## src/rtl/mlfb_pkg.sv

```systemverilog
`timescale 1ns / 1ps
// ----------------------------------------------------------------------------
// Frame buffer package
// Shared widths, request codes and the divider handshake type.
// ----------------------------------------------------------------------------
package mlfb_pkg;

  localparam int Columns = 128;
  localparam int Pages   = 8;
  localparam int Rows    = 8 * Pages;
  localparam int MemSize = Columns * Pages;
  localparam int ColW    = $clog2(Columns);
  localparam int PageW   = (Pages > 1) ? $clog2(Pages) : 1;
  localparam int RowW    = PageW + 3;
  localparam int AddrW   = $clog2(MemSize);
  // Widest coordinate span plus sign room for the line quotient.
  localparam int SpanW   = (ColW > RowW) ? ColW : RowW;
  localparam int ProdW   = 2 * SpanW + 1;

  typedef enum logic [2:0] {
    REQ_CLEAR = 3'd0,
    REQ_PIXEL = 3'd1,
    REQ_PATT  = 3'd2,
    REQ_LINE  = 3'd3,
    REQ_WBYTE = 3'd4,
    REQ_RBYTE = 3'd5,
    REQ_RSVD6 = 3'd6,
    REQ_RSVD7 = 3'd7
  } req_e;

  typedef struct packed {
    logic             start;
    logic [ProdW-1:0] dividend;
    logic [SpanW-1:0] divisor;
  } div_req_t;

  typedef struct packed {
    logic             done;
    logic [ProdW-1:0] quotient;
  } div_rsp_t;

endpackage

```

## src/rtl/mlfb_divider.sv

```systemverilog
`timescale 1ns / 1ps
// ----------------------------------------------------------------------------
// Frame buffer divider
// Restoring unsigned divider, one quotient bit per cycle.
// ----------------------------------------------------------------------------
module mlfb_divider (
  input  logic              clk_i,
  input  logic              rst_ni,
  input  mlfb_pkg::div_req_t req_i,
  output mlfb_pkg::div_rsp_t rsp_o
);
  import mlfb_pkg::*;

  localparam int CntW = $clog2(ProdW + 1);

  logic [ProdW-1:0] quo_q, quo_d;
  logic [SpanW:0]   rem_q, rem_d;
  logic [SpanW-1:0] dsr_q, dsr_d;
  logic [CntW-1:0]  cnt_q, cnt_d;
  logic             busy_q, busy_d, done_q, done_d;
  logic [SpanW:0]   trial;

  always_comb begin
    quo_d  = quo_q;
    rem_d  = rem_q;
    dsr_d  = dsr_q;
    cnt_d  = cnt_q;
    busy_d = busy_q;
    done_d = 1'b0;
    trial  = {rem_q[SpanW-1:0], quo_q[ProdW-1]};
    if (req_i.start) begin
      quo_d  = req_i.dividend;
      rem_d  = '0;
      dsr_d  = req_i.divisor;
      cnt_d  = CntW'(ProdW);
      busy_d = 1'b1;
    end else if (busy_q) begin
      if (trial >= {1'b0, dsr_q}) begin
        rem_d = trial - {1'b0, dsr_q};
        quo_d = {quo_q[ProdW-2:0], 1'b1};
      end else begin
        rem_d = trial;
        quo_d = {quo_q[ProdW-2:0], 1'b0};
      end
      cnt_d = cnt_q - 1'b1;
      if (cnt_q == CntW'(1)) begin
        busy_d = 1'b0;
        done_d = 1'b1;
      end
    end
  end

  always_ff @(posedge clk_i or negedge rst_ni) begin
    if (!rst_ni) begin
      busy_q <= 1'b0;
      done_q <= 1'b0;
      cnt_q  <= '0;
    end else begin
      busy_q <= busy_d;
      done_q <= done_d;
      cnt_q  <= cnt_d;
    end
  end

  always_ff @(posedge clk_i) begin
    quo_q <= quo_d;
    rem_q <= rem_d;
    dsr_q <= dsr_d;
  end

  assign rsp_o.done     = done_q;
  assign rsp_o.quotient = quo_q;

`ifndef ASSERT_OFF
  a_done_after_busy: assert property (@(posedge clk_i) disable iff (!rst_ni)
    done_q |-> $past(busy_q)) else $error("divider done without work");
  a_cnt_idle: assert property (@(posedge clk_i) disable iff (!rst_ni)
    !busy_q |-> cnt_q == '0) else $error("divider count left over");
  a_done_pulse: assert property (@(posedge clk_i) disable iff (!rst_ni)
    done_q |=> !done_q) else $error("divider done held");
`endif

endmodule

```

## config.mk

```make
export PLATFORM = sky130hd
export DESIGN_NAME = mlfb_divider
export DESIGN_NICKNAME = d
export VERILOG_FILES = /design/src/rtl/mlfb_pkg.sv /design/src/rtl/mlfb_divider.sv
export SDC_FILE = /design/constraint.sdc
export NUM_CORES = 1
export LEC_CHECK = 0
export BUFFER_PORTS_ARGS = -buffer_cell sky130_fd_sc_hd__buf_2
export CELL_PAD_IN_SITES_DETAIL_PLACEMENT = 0
export CELL_PAD_IN_SITES_GLOBAL_PLACEMENT = 1
export CORE_ASPECT_RATIO = 1.1
export CORE_UTILIZATION = 42
export DETAILED_ROUTE_END_ITERATION = 7
export PLACE_DENSITY_LB_ADDON = 0.3
export SLEW_MARGIN = 20
export SYNTH_ARGS = -nofsm -noshare
export SYNTH_HDL_FRONTEND = slang
export SYNTH_SLANG_ARGS = --single-unit
```

## constraint.sdc

```tcl
create_clock -name clk_i -period 2.95 [get_ports clk_i]
set_clock_uncertainty 0.05 [all_clocks]
set_input_delay 0.1475 -clock clk_i [delete_from_list [all_inputs] [get_ports clk_i]]
set_output_delay 0.1475 -clock clk_i [all_outputs]
set_load 0.01 [all_outputs]
```

==> results of run 1 <==
power groups by stage:
stage	clock network (mW)	registers, mW	logic [mW]
floorplan	0	0.681	0.528
global placement	0	0.682	0.648
detailed placement	0	0.683	0.665
CTS	0.450	0.674	0.677
global route	0.467	0.685	0.752
finish	0.435	0.675	0.676
logic make-up (layout without fill, tap and decap cells):
logic type,Yosys count,count (layout),synth area share (%)
xor+xnor,5,5,2.24
fa+ha+maj,10,10,6.79
mux,15,15,8.58
flops,35,35,48.7
simple gates,46,46,13.3
buf+inv,25,71,5.83
compound gates,34,34,14.5
per-layer routing:
metal	global-route usage (%)	vias to the layer above	part of all wire, %
met3	4.66	6	3.0
met5	0	-	0
met2	26.4	28	51
li1	-	710	-
met4	7.80	0	1.9
met1	20.9	684	44
worst max path at each step:
stage,startpoint,end,slack [ns],cells after the start
2_1_floorplan,quo_q[14],rem_q[2],0.63,9
3_3_place_gp,quo_q[14],rem_q[0],0.65,7
6_report,quo_q[14],rem_q[0],0.59,7
4_1_cts,quo_q[14],rem_q[0],0.59,7
3_5_place_dp,quo_q[14],rem_q[0],0.60,7
5_1_grt,quo_q[14],rem_q[2],0.45,7
final cells by class:
| class | count | share of cell area, % |
|---|---|---|
| clock buffers | 5 | 2.92 |
| clock inverters | 3 | 1.86 |
| inverters | 14 | 2.23 |
| multi-input cells | 110 | 37.6 |
| flip-flops and latches | 35 | 40.3 |
| well taps | 54 | 2.86 |
| repair buffers | 49 | 12.2 |
state kept, by name, summed over array words and instances (netlist names):
| name | count |
|---|---|
| dsr_q | 7 |
| rem_q | 7 |
| cnt_q | 4 |
| busy_q | 1 |
| quo_q | 15 |
| done_q | 1 |
per-stage QoR:
step                      std cells  power [mW]  area (µm²)  hold WS, ns  utilization (%)
after global routing            270        1.90        2360       0.0984             53.9
after floorplan                 170        1.21        1950       -0.198                -
after CTS                       270        1.80        2360       0.0901             53.9
final                           270        1.79        2360       0.0977             53.9
after global placement          254        1.33        2170      -0.0803             49.5
after detailed placement        254        1.35        2170      -0.0721             49.5
worst max-delay path, stage by stage, from the launching register on:
cell      delay, ns
edfxtp_1       0.34
inv_1          0.06
ha_1           0.22
fa_1           0.40
nand2b_2       0.22
a211o_1        0.38
and3_1         0.33
a311oi_2       0.28
Yosys cell counts, types with 4 or more instances:
cell type	instances	area, µm²
dfxtp_1	7	140
edfxtp_1	22	661
ha_1	9	113
o21ai_0	5	25.0
inv_1	14	52.6
clkbuf_1	7	26.3
a41oi_1	4	35.0
dfrtp_1	6	150
nor2_1	9	33.8
nand2_1	8	30.0
xnor2_1	5	43.8
mux2_2	14	158
nand2b_1	6	37.5
nor3b_1	6	45.0
==> flow_metrics.env, run 1 <==
export IMPL_drt_pass1_iter_count=4
export IMPL_drcViolationCount=0
export IMPL_cts_reportedPaths_clkPinSlew_ns=0.08
export IMPL_grt_ovfl_total=0
export IMPL_antenna_found_initial=0
export IMPL_dp_slack_ns=0.598
export IMPL_worstSkewPairLatency_ns=0.29
export IMPL_io_buffers=40
export IMPL_layout_commonest_cell="buf_2"
export IMPL_dieHeight_um=73.5
export IMPL_fmax_mhz=424
export IMPL_fill_cells=415
export IMPL_hold_viol=0
export IMPL_htreeDepth=2
export IMPL_hold_class="in -> reg"
export IMPL_netlist_instances=170
export IMPL_cts_buffers=5
export IMPL_synth_yosys_seq_area_share_pct=48.7
export IMPL_multi_input_area_um2=888
export IMPL_ir_drop_v=0.000364
export IMPL_timing_rr_end="rem_q[0]"
export IMPL_syn_cell_area_um2=1950
export IMPL_comb_power_share_pct=37.8
export IMPL_clockPowerShare_pct=24.3
export IMPL_vias=1428
export IMPL_relSlewSlack_pct=48.3
export IMPL_regToRegSetupSlack_ns=0.59
export IMPL_grtUsageTotal_pct=16.7
export IMPL_cts_sinks=35
export IMPL_nNetsFinal=250
export IMPL_wl_um=3720
export IMPL_coreArea_um2=4380
export IMPL_rsz0062_at_grt="no"
export IMPL_crit_required_ns=3.11
export IMPL_min_to="quo_q[1]"
export IMPL_drive_gt1_share_pct=34.3
export IMPL_synth_edf_count=22
export IMPL_antenna_left=0
export IMPL_yosys_warnings=0
export IMPL_setup_viol=0
export IMPL_grt_pass1_wl_um=6020
export IMPL_whs_path_depth=2
export IMPL_wl_per_cell_um=13.8
export IMPL_cts_root_buf="clkbuf_8"
export IMPL_p_sw_share_pct=33.3
export IMPL_setup_ws_ns=0.589
export IMPL_final_cell_mix="buf_2, edfxtp_1, inv_1, mux2_2"
export IMPL_pwr_share_seq_pct=37.8
export IMPL_power_leakage_nw=1.02
export IMPL_syn_to_final_growth_pct=20.8
export IMPL_grt_max_degree=43
export IMPL_status="completed"
export IMPL_dp_hpwl_um=2620
export IMPL_synth_cell_types=47
export IMPL_cp_max_fo=9
export IMPL_avgSynthCellArea_um2=11.5
export IMPL_dieArea_um2=4930
export IMPL_cp_arrival_ns=2.52
export IMPL_place_gp_congestion=0.739
export IMPL_synth_async_sr_flop_share_pct=17.1
export IMPL_min_period_ns=2.36
export IMPL_synth_nets=205
export IMPL_ys_flop_type="edfxtp_1"
export IMPL_num_rows=25
export IMPL_antennaDiodeCount=0
export IMPL_synth_seq_cells=35
export IMPL_cp_end_kind="flop"
export IMPL_post_cts_buffers=0
export IMPL_initial_utilization_pct=44.6
export IMPL_maxCapViolCount=0
export IMPL_num_io_pins=41
export IMPL_viasPerCell=5.29
export IMPL_die_width_um=67.0
export IMPL_min_from="req_i[8]"
export IMPL_period_share_pct=80.0
export IMPL_seq_area_um2=951
export IMPL_r2r_start="quo_q[14]"
export IMPL_fin_tns_setup_ns=0
export IMPL_ctsHoldBuffers=8
export IMPL_drv_slew=0
export IMPL_cts_resized=0
export IMPL_cellPowerDensity_nw_per_um2=757
export IMPL_crit_type="reg -> reg"
export IMPL_switching_power_uw=594
export IMPL_cts_tree="done"
export IMPL_internal_power_mw=1.19
export IMPL_drt_initial_drc_count=70
export IMPL_reg2reg_depth=7
export IMPL_start_kind="flop"
export IMPL_grt_pass1_vias=1369
export IMPL_clk_path_buf_depth=2
export IMPL_tightestPinTransition_ns=0.775
Power figures use the tool's default switching activity.
==> run 2: changes to the inputs <==
- ABC_AREA: unset -> 1
- CORE_UTILIZATION: 42 -> 40
- clock period: 2.95 -> 2.4 ns (I/O delays scaled with it)
==> flow_metrics.env, run 2 <==
export IMPL_cp_arrival_ns=1.97
export IMPL_vias=1504
export IMPL_synth_compound_area_share_pct=3.93
export IMPL_cp_max_fo=7
export IMPL_drv_slew=0
export IMPL_antenna_left=0
export IMPL_grtUsageTotal_pct=17.5
export IMPL_cts_reportedPaths_clkPinSlew_ns=0.07
export IMPL_syn_cell_area_um2=1880
export IMPL_synth_yosys_seq_area_share_pct=50.6
export IMPL_fin_tns_setup_ns=0
export IMPL_die_width_um=67.3
export IMPL_synth_cell_types=30
export IMPL_cts_sinks=35
export IMPL_cts_resized=0
export IMPL_synth_top_area_share_pct=35.2
export IMPL_grt_max_degree=25
export IMPL_drt_initial_drc_count=51
export IMPL_dieHeight_um=73.9
export IMPL_syn_to_final_growth_pct=22.5
export IMPL_drt_pass1_iter_count=4
export IMPL_start_kind="flop"
export IMPL_clk_path_buf_depth=2
export IMPL_ys_flop_type="edfxtp_1"
export IMPL_cts_buffers=5
export IMPL_drive_gt1_share_pct=21.3
export IMPL_yosys_cell_count_top_type="nand2_1"
export IMPL_wl_um=3820
export IMPL_synth_simple_gate_area_share_pct=30.7
export IMPL_fill_cells=429
export IMPL_top_regs="quo_q: 15 flops, dsr_q: 7 flops, rem_q: 7 flops"
export IMPL_cp_end_kind="flop"
export IMPL_initial_utilization_pct=42.6
export IMPL_cellPowerDensity_nw_per_um2=816
export IMPL_tightestPinTransition_ns=0.668
export IMPL_crit_type="reg -> reg"
export IMPL_synth_async_sr_flop_share_pct=17.1
export IMPL_antenna_found_initial=0
export IMPL_muxShareOfSynthArea_pct=0
export IMPL_synth_area_leader_cell="edfxtp_1"
export IMPL_place_gp_congestion=0.745
export IMPL_grt_ovfl_total=0
export IMPL_synth_edf_count=22
export IMPL_antennaDiodeCount=0
export IMPL_grt_pass1_vias=1401
export IMPL_avgSynthCellArea_um2=8.61
export IMPL_nNetsFinal=306
export IMPL_min_period_ns=1.84
export IMPL_synth_fa_ha_area_share_pct=7.06
export IMPL_relSlewSlack_pct=55.4
export IMPL_netlist_instances=218
export IMPL_largest_reg_flops=15
export IMPL_dieArea_um2=4970
export IMPL_grt_pass1_wl_um=6340
export IMPL_regMostFlops="quo_q"
export IMPL_status="completed"
export IMPL_synth_nets=253
export IMPL_ir_drop_v=0.000440
export IMPL_htreeDepth=2
export IMPL_final_cell_mix="nand2_1, buf_2, inv_1"
export IMPL_cts_tree="done"
export IMPL_wl_per_cell_um=11.7
export IMPL_period_share_pct=76.7
export IMPL_cts_root_buf="clkbuf_8"
export IMPL_hold_viol=0
export IMPL_synth_xor_area_share_pct=0.933
export IMPL_synth_seq_cells=35
export IMPL_viasPerCell=4.61
export IMPL_whs_path_depth=3
export IMPL_dp_hpwl_um=2880
export IMPL_power_leakage_nw=1.18
export IMPL_layout_commonest_cell="nand2_1"
export IMPL_num_io_pins=41
export IMPL_drcViolationCount=0
export IMPL_hold_class="in -> reg"
export IMPL_coreArea_um2=4410
export IMPL_reg2reg_depth=11
export IMPL_post_cts_buffers=0
export IMPL_power_total_mw=1.88
export IMPL_crit_required_ns=2.53
export IMPL_num_rows=25
export IMPL_rsz0062_at_grt="no"
export IMPL_fmax_mhz=543
export IMPL_synthTopCellsByCount="nand2_1, inv_1, edfxtp_1"
export IMPL_io_buffers=40
export IMPL_synth_area_top_cells="edfxtp_1, nand2_1, dfrtp_1, dfxtp_1, ha_1"
export IMPL_synth_top_family_by_area="simple AND/OR/NAND/NOR gates"
export IMPL_maxCapViolCount=0
export IMPL_yosys_warnings=0
export IMPL_ctsHoldBuffers=8
export IMPL_worstSkewPairLatency_ns=0.28
export IMPL_setup_viol=0
==> run 2: metal layers <==
metal	vias to the layer above	routed length [µm]	GRT usage, %
met5	-	0	0
met4	0	64	7.09
met3	6	142	4.35
met2	33	1780	28.0
met1	663	1830	22.4
li1	802	-	-
==> run 2: power breakdown <==
group          total, mW  leakage, nW  switching (mW)  internal (mW)
Clock              0.392       0.0403           0.194          0.198
Sequential         0.790        0.352          0.0550          0.735
Combinational      0.694        0.783           0.411          0.283
Total               1.88         1.18           0.660           1.22
==> run 2: worst max-delay path: stages (launching register included) <==
cell and delay [ns]:
edfxtp_1 0.34, inv_1 0.06, ha_1 0.22, fa_1 0.40, inv_1 0.09, nand2_1 0.05, nand2_1 0.07, nand3_1 0.12
nand3_4 0.13, nand2_1 0.08, nand3_1 0.08, nand2_1 0.05
==> run 2: cell type report <==
cell class                 count  area, µm²  share of cell area, %
inverter                      28        105                   4.57
sequential                    35        951                   41.3
clock buffer                   6       72.6                   3.16
clock inverter                 2       7.51                  0.326
multi-input combinational    151        801                   34.8
timing repair buffer          50        295                   12.8
tap                           54       67.6                   2.94
==> run 2: worst paths after layout <==
| path | slack [ns] | to | startpoint |
|---|---|---|---|
| max reg2reg | 0.56 | rem_q[3] | quo_q[14] |
| max in group asynchronous | 2.01 | busy_q | rst_ni |
| min | 0.05 | quo_q[8] | req_i[15] |
| min in group asynchronous | 0.14 | done_q | rst_ni |
| min reg2reg | 0.42 | rem_q[4] | rem_q[4] |
| max | 0.56 | rem_q[3] | quo_q[14] |
==> run 2: kinds of logic after synthesis <==
logic type / count (synthesis)
AND/OR/NAND/NOR: 128
AO/OA/AOI/OAI: 11
buffers and inverters: 32
adder cells (fa/ha/maj): 10
XOR/XNOR: 2
flip-flops: 35
==> run 2: stage by stage <==
step	util [%]	instances	instance area (µm²)	hold slack [ns]	setup WS (ns)
final	52.1	326	2300	0.0547	0.560
after global placement	48.5	310	2140	-0.0967	0.592
after detailed placement	48.5	310	2140	-0.0965	0.536
after global routing	52.1	326	2300	0.0615	0.380
after CTS	52.1	326	2300	0.0458	0.542
after floorplan	-	218	1880	-0.226	0.601
==> run 3: changes to the inputs <==
- ABC_AREA: 1 -> 0
- CORE_UTILIZATION: 40 -> 38
- clock period: 2.4 -> 1.6 ns (I/O delays scaled with it)
==> flow_metrics.env, run 3 (synthesis results as in run 1) <==
export IMPL_drt_pass1_iter_count=4
export IMPL_worstSkewPairLatency_ns=0.29
export IMPL_internal_power_mw=2.69
export IMPL_io_buffers=40
export IMPL_power_leakage_nw=1.18
export IMPL_clockPowerShare_pct=23.8
export IMPL_initial_utilization_pct=39.3
export IMPL_regToRegSetupSlack_ns=-0.47
export IMPL_crit_type="reg -> reg"
export IMPL_setup_ws_ns=-0.474
export IMPL_wl_met1_um=1750
export IMPL_dp_cells=283
export IMPL_layout_commonest_cell="buf_2"
export IMPL_timing_rr_end="rem_q[0]"
export IMPL_whs_path_depth=2
export IMPL_syn_to_final_growth_pct=37.2
export IMPL_maxCapViolCount=0
export IMPL_switching_power_mw=1.26
export IMPL_r2r_start="dsr_q[0]"
export IMPL_grt_pass1_wl_um=7060
export IMPL_regMostFlops="quo_q"
export IMPL_cts_buffers=5
export IMPL_htreeDepth=2
export IMPL_pwr_share_seq_pct=31.4
export IMPL_nNetsFinal=278
export IMPL_cellPowerDensity_nw_per_um2=1470
export IMPL_stdcell_count=302
export IMPL_viasPerCell=5.13
export IMPL_dieArea_um2=5430
export IMPL_start_kind="flop"
export IMPL_reg2reg_depth=6
export IMPL_dp_hpwl_um=3160
export IMPL_largest_reg_flops=15
export IMPL_relSlewSlack_pct=68.9
export IMPL_grt_ovfl_total=0
export IMPL_period_share_pct=130
export IMPL_cts_tree="done"
export IMPL_num_rows=27
export IMPL_fin_util_pct=53.9
export IMPL_ir_drop_v=0.000667
export IMPL_dieHeight_um=77.2
export IMPL_min_period_ns=2.07
export IMPL_drt_initial_drc_count=49
export IMPL_drv_slew=0
export IMPL_top_layer_used="met4"
export IMPL_coreArea_um2=4970
export IMPL_p_sw_share_pct=32.0
export IMPL_cts_reportedPaths_clkPinSlew_ns=0.07
export IMPL_cp_arrival_ns=2.22
export IMPL_wl_met3_um=170
export IMPL_fmax_mhz=482
export IMPL_hold_class="in -> reg"
export IMPL_route_met2_wl_um=2270
export IMPL_die_width_um=70.4
export IMPL_grt_pass1_vias=1551
export IMPL_status="finished with violations"
export IMPL_failed_checks="setup timing"
export IMPL_cts_sinks=35
export IMPL_wl_um=4240
export IMPL_grtUsageTotal_pct=16.6
export IMPL_antenna_left=0
export IMPL_drive_gt1_share_pct=45.9
export IMPL_vias=1550
export IMPL_top_regs="quo_q: 15 flops, dsr_q: 7 flops, rem_q: 7 flops"
export IMPL_min_to="quo_q[13]"
export IMPL_final_cell_mix="buf_2, buf_4, edfxtp_1"
export IMPL_min_from="req_i[20]"
export IMPL_cts_root_buf="clkbuf_8"
export IMPL_hold_viol=0
export IMPL_tightestPinTransition_ns=0.466
export IMPL_hold_ws_ns=0.0399
export IMPL_place_gp_congestion=0.741
export IMPL_comb_power_share_pct=44.8
export IMPL_rsz0062_at_grt="yes"
export IMPL_num_io_pins=41
export IMPL_crit_required_ns=1.75
export IMPL_clk_path_buf_depth=2
export IMPL_wl_per_cell_um=14.0
export IMPL_antenna_found_initial=0
export IMPL_antennaDiodeCount=0
export IMPL_cp_end_kind="flop"
export IMPL_cp_max_fo=7
export IMPL_drcViolationCount=0
export IMPL_grt_max_degree=26
export IMPL_setup_viol=8
run 3: changes by cell type in the layout (fill, tap and decap cells not counted), sizes merged, moves of 7 or more:
cell / delta
buf: +27
mux2: +14
nand2: -83
nand3: -15
nand2b: +7
inv: -13
run 3: critical path, stage by stage (launching register included):
cell and delay (ns):
edfxtp_1 0.41, ha_4 0.18, fa_2 0.33, nand2b_4 0.15, a211o_4 0.37, and3_4 0.23, a311oi_2 0.26
run 3: layout make-up:
class / instances / area, µm²
clock buffers: 6 / 72.6
clock inverters: 2 / 60.1
fillers: 431 / 2290
inverters: 14 / 52.6
multi-input cells: 110 / 968
flip-flops and latches: 35 / 951
well taps: 58 / 72.6
repair buffers: 77 / 502
run 3: worst max path at each step:
stage                         start       end  slack (ns)
after floorplan           quo_q[14]  rem_q[2]       -0.55
after global placement     dsr_q[0]  rem_q[0]       -0.44
after detailed placement   dsr_q[0]  rem_q[0]       -0.50
after CTS                  dsr_q[0]  rem_q[0]       -0.47
after global routing      quo_q[14]  rem_q[0]       -0.54
final                      dsr_q[0]  rem_q[0]       -0.47
run 3: per-stage QoR:
step / area [µm²] / setup TNS, ns / setup slack, ns / total power [mW]
global placement: 2380 / -2.93 / -0.440 / 2.80
floorplan: 1980 / -3.67 / -0.553 / 2.27
detailed placement: 2380 / -3.25 / -0.501 / 2.87
CTS: 2650 / -3.23 / -0.467 / 3.91
finish: 2680 / -3.25 / -0.474 / 3.95
global route: 2680 / -3.82 / -0.543 / 4.20
run 3: power groups by stage:
stage | Combinational, mW | Clock [mW] | Sequential, mW
floorplan | 1.02 | 0 | 1.26
global placement | 1.55 | 0 | 1.25
detailed placement | 1.62 | 0 | 1.26
CTS | 1.72 | 0.961 | 1.24
global route | 1.94 | 1.00 | 1.26
finish | 1.77 | 0.941 | 1.24
run 3: repair_timing:
item / in CTS / in global routing
gates resized for setup: 7 / 4
hold endpoints to repair: 13 / 0
buffers inserted: 1 / 2
pin swaps: 4 / 2
setup endpoints to repair: 8 / 8
hold buffers: 8 / 0
run 3: per-layer routing:
layer	global-route usage (%)	up-vias
met4	5.40	0
met1	19.6	741
met5	0	-
met3	3.94	6
li1	-	764
met2	29.2	39
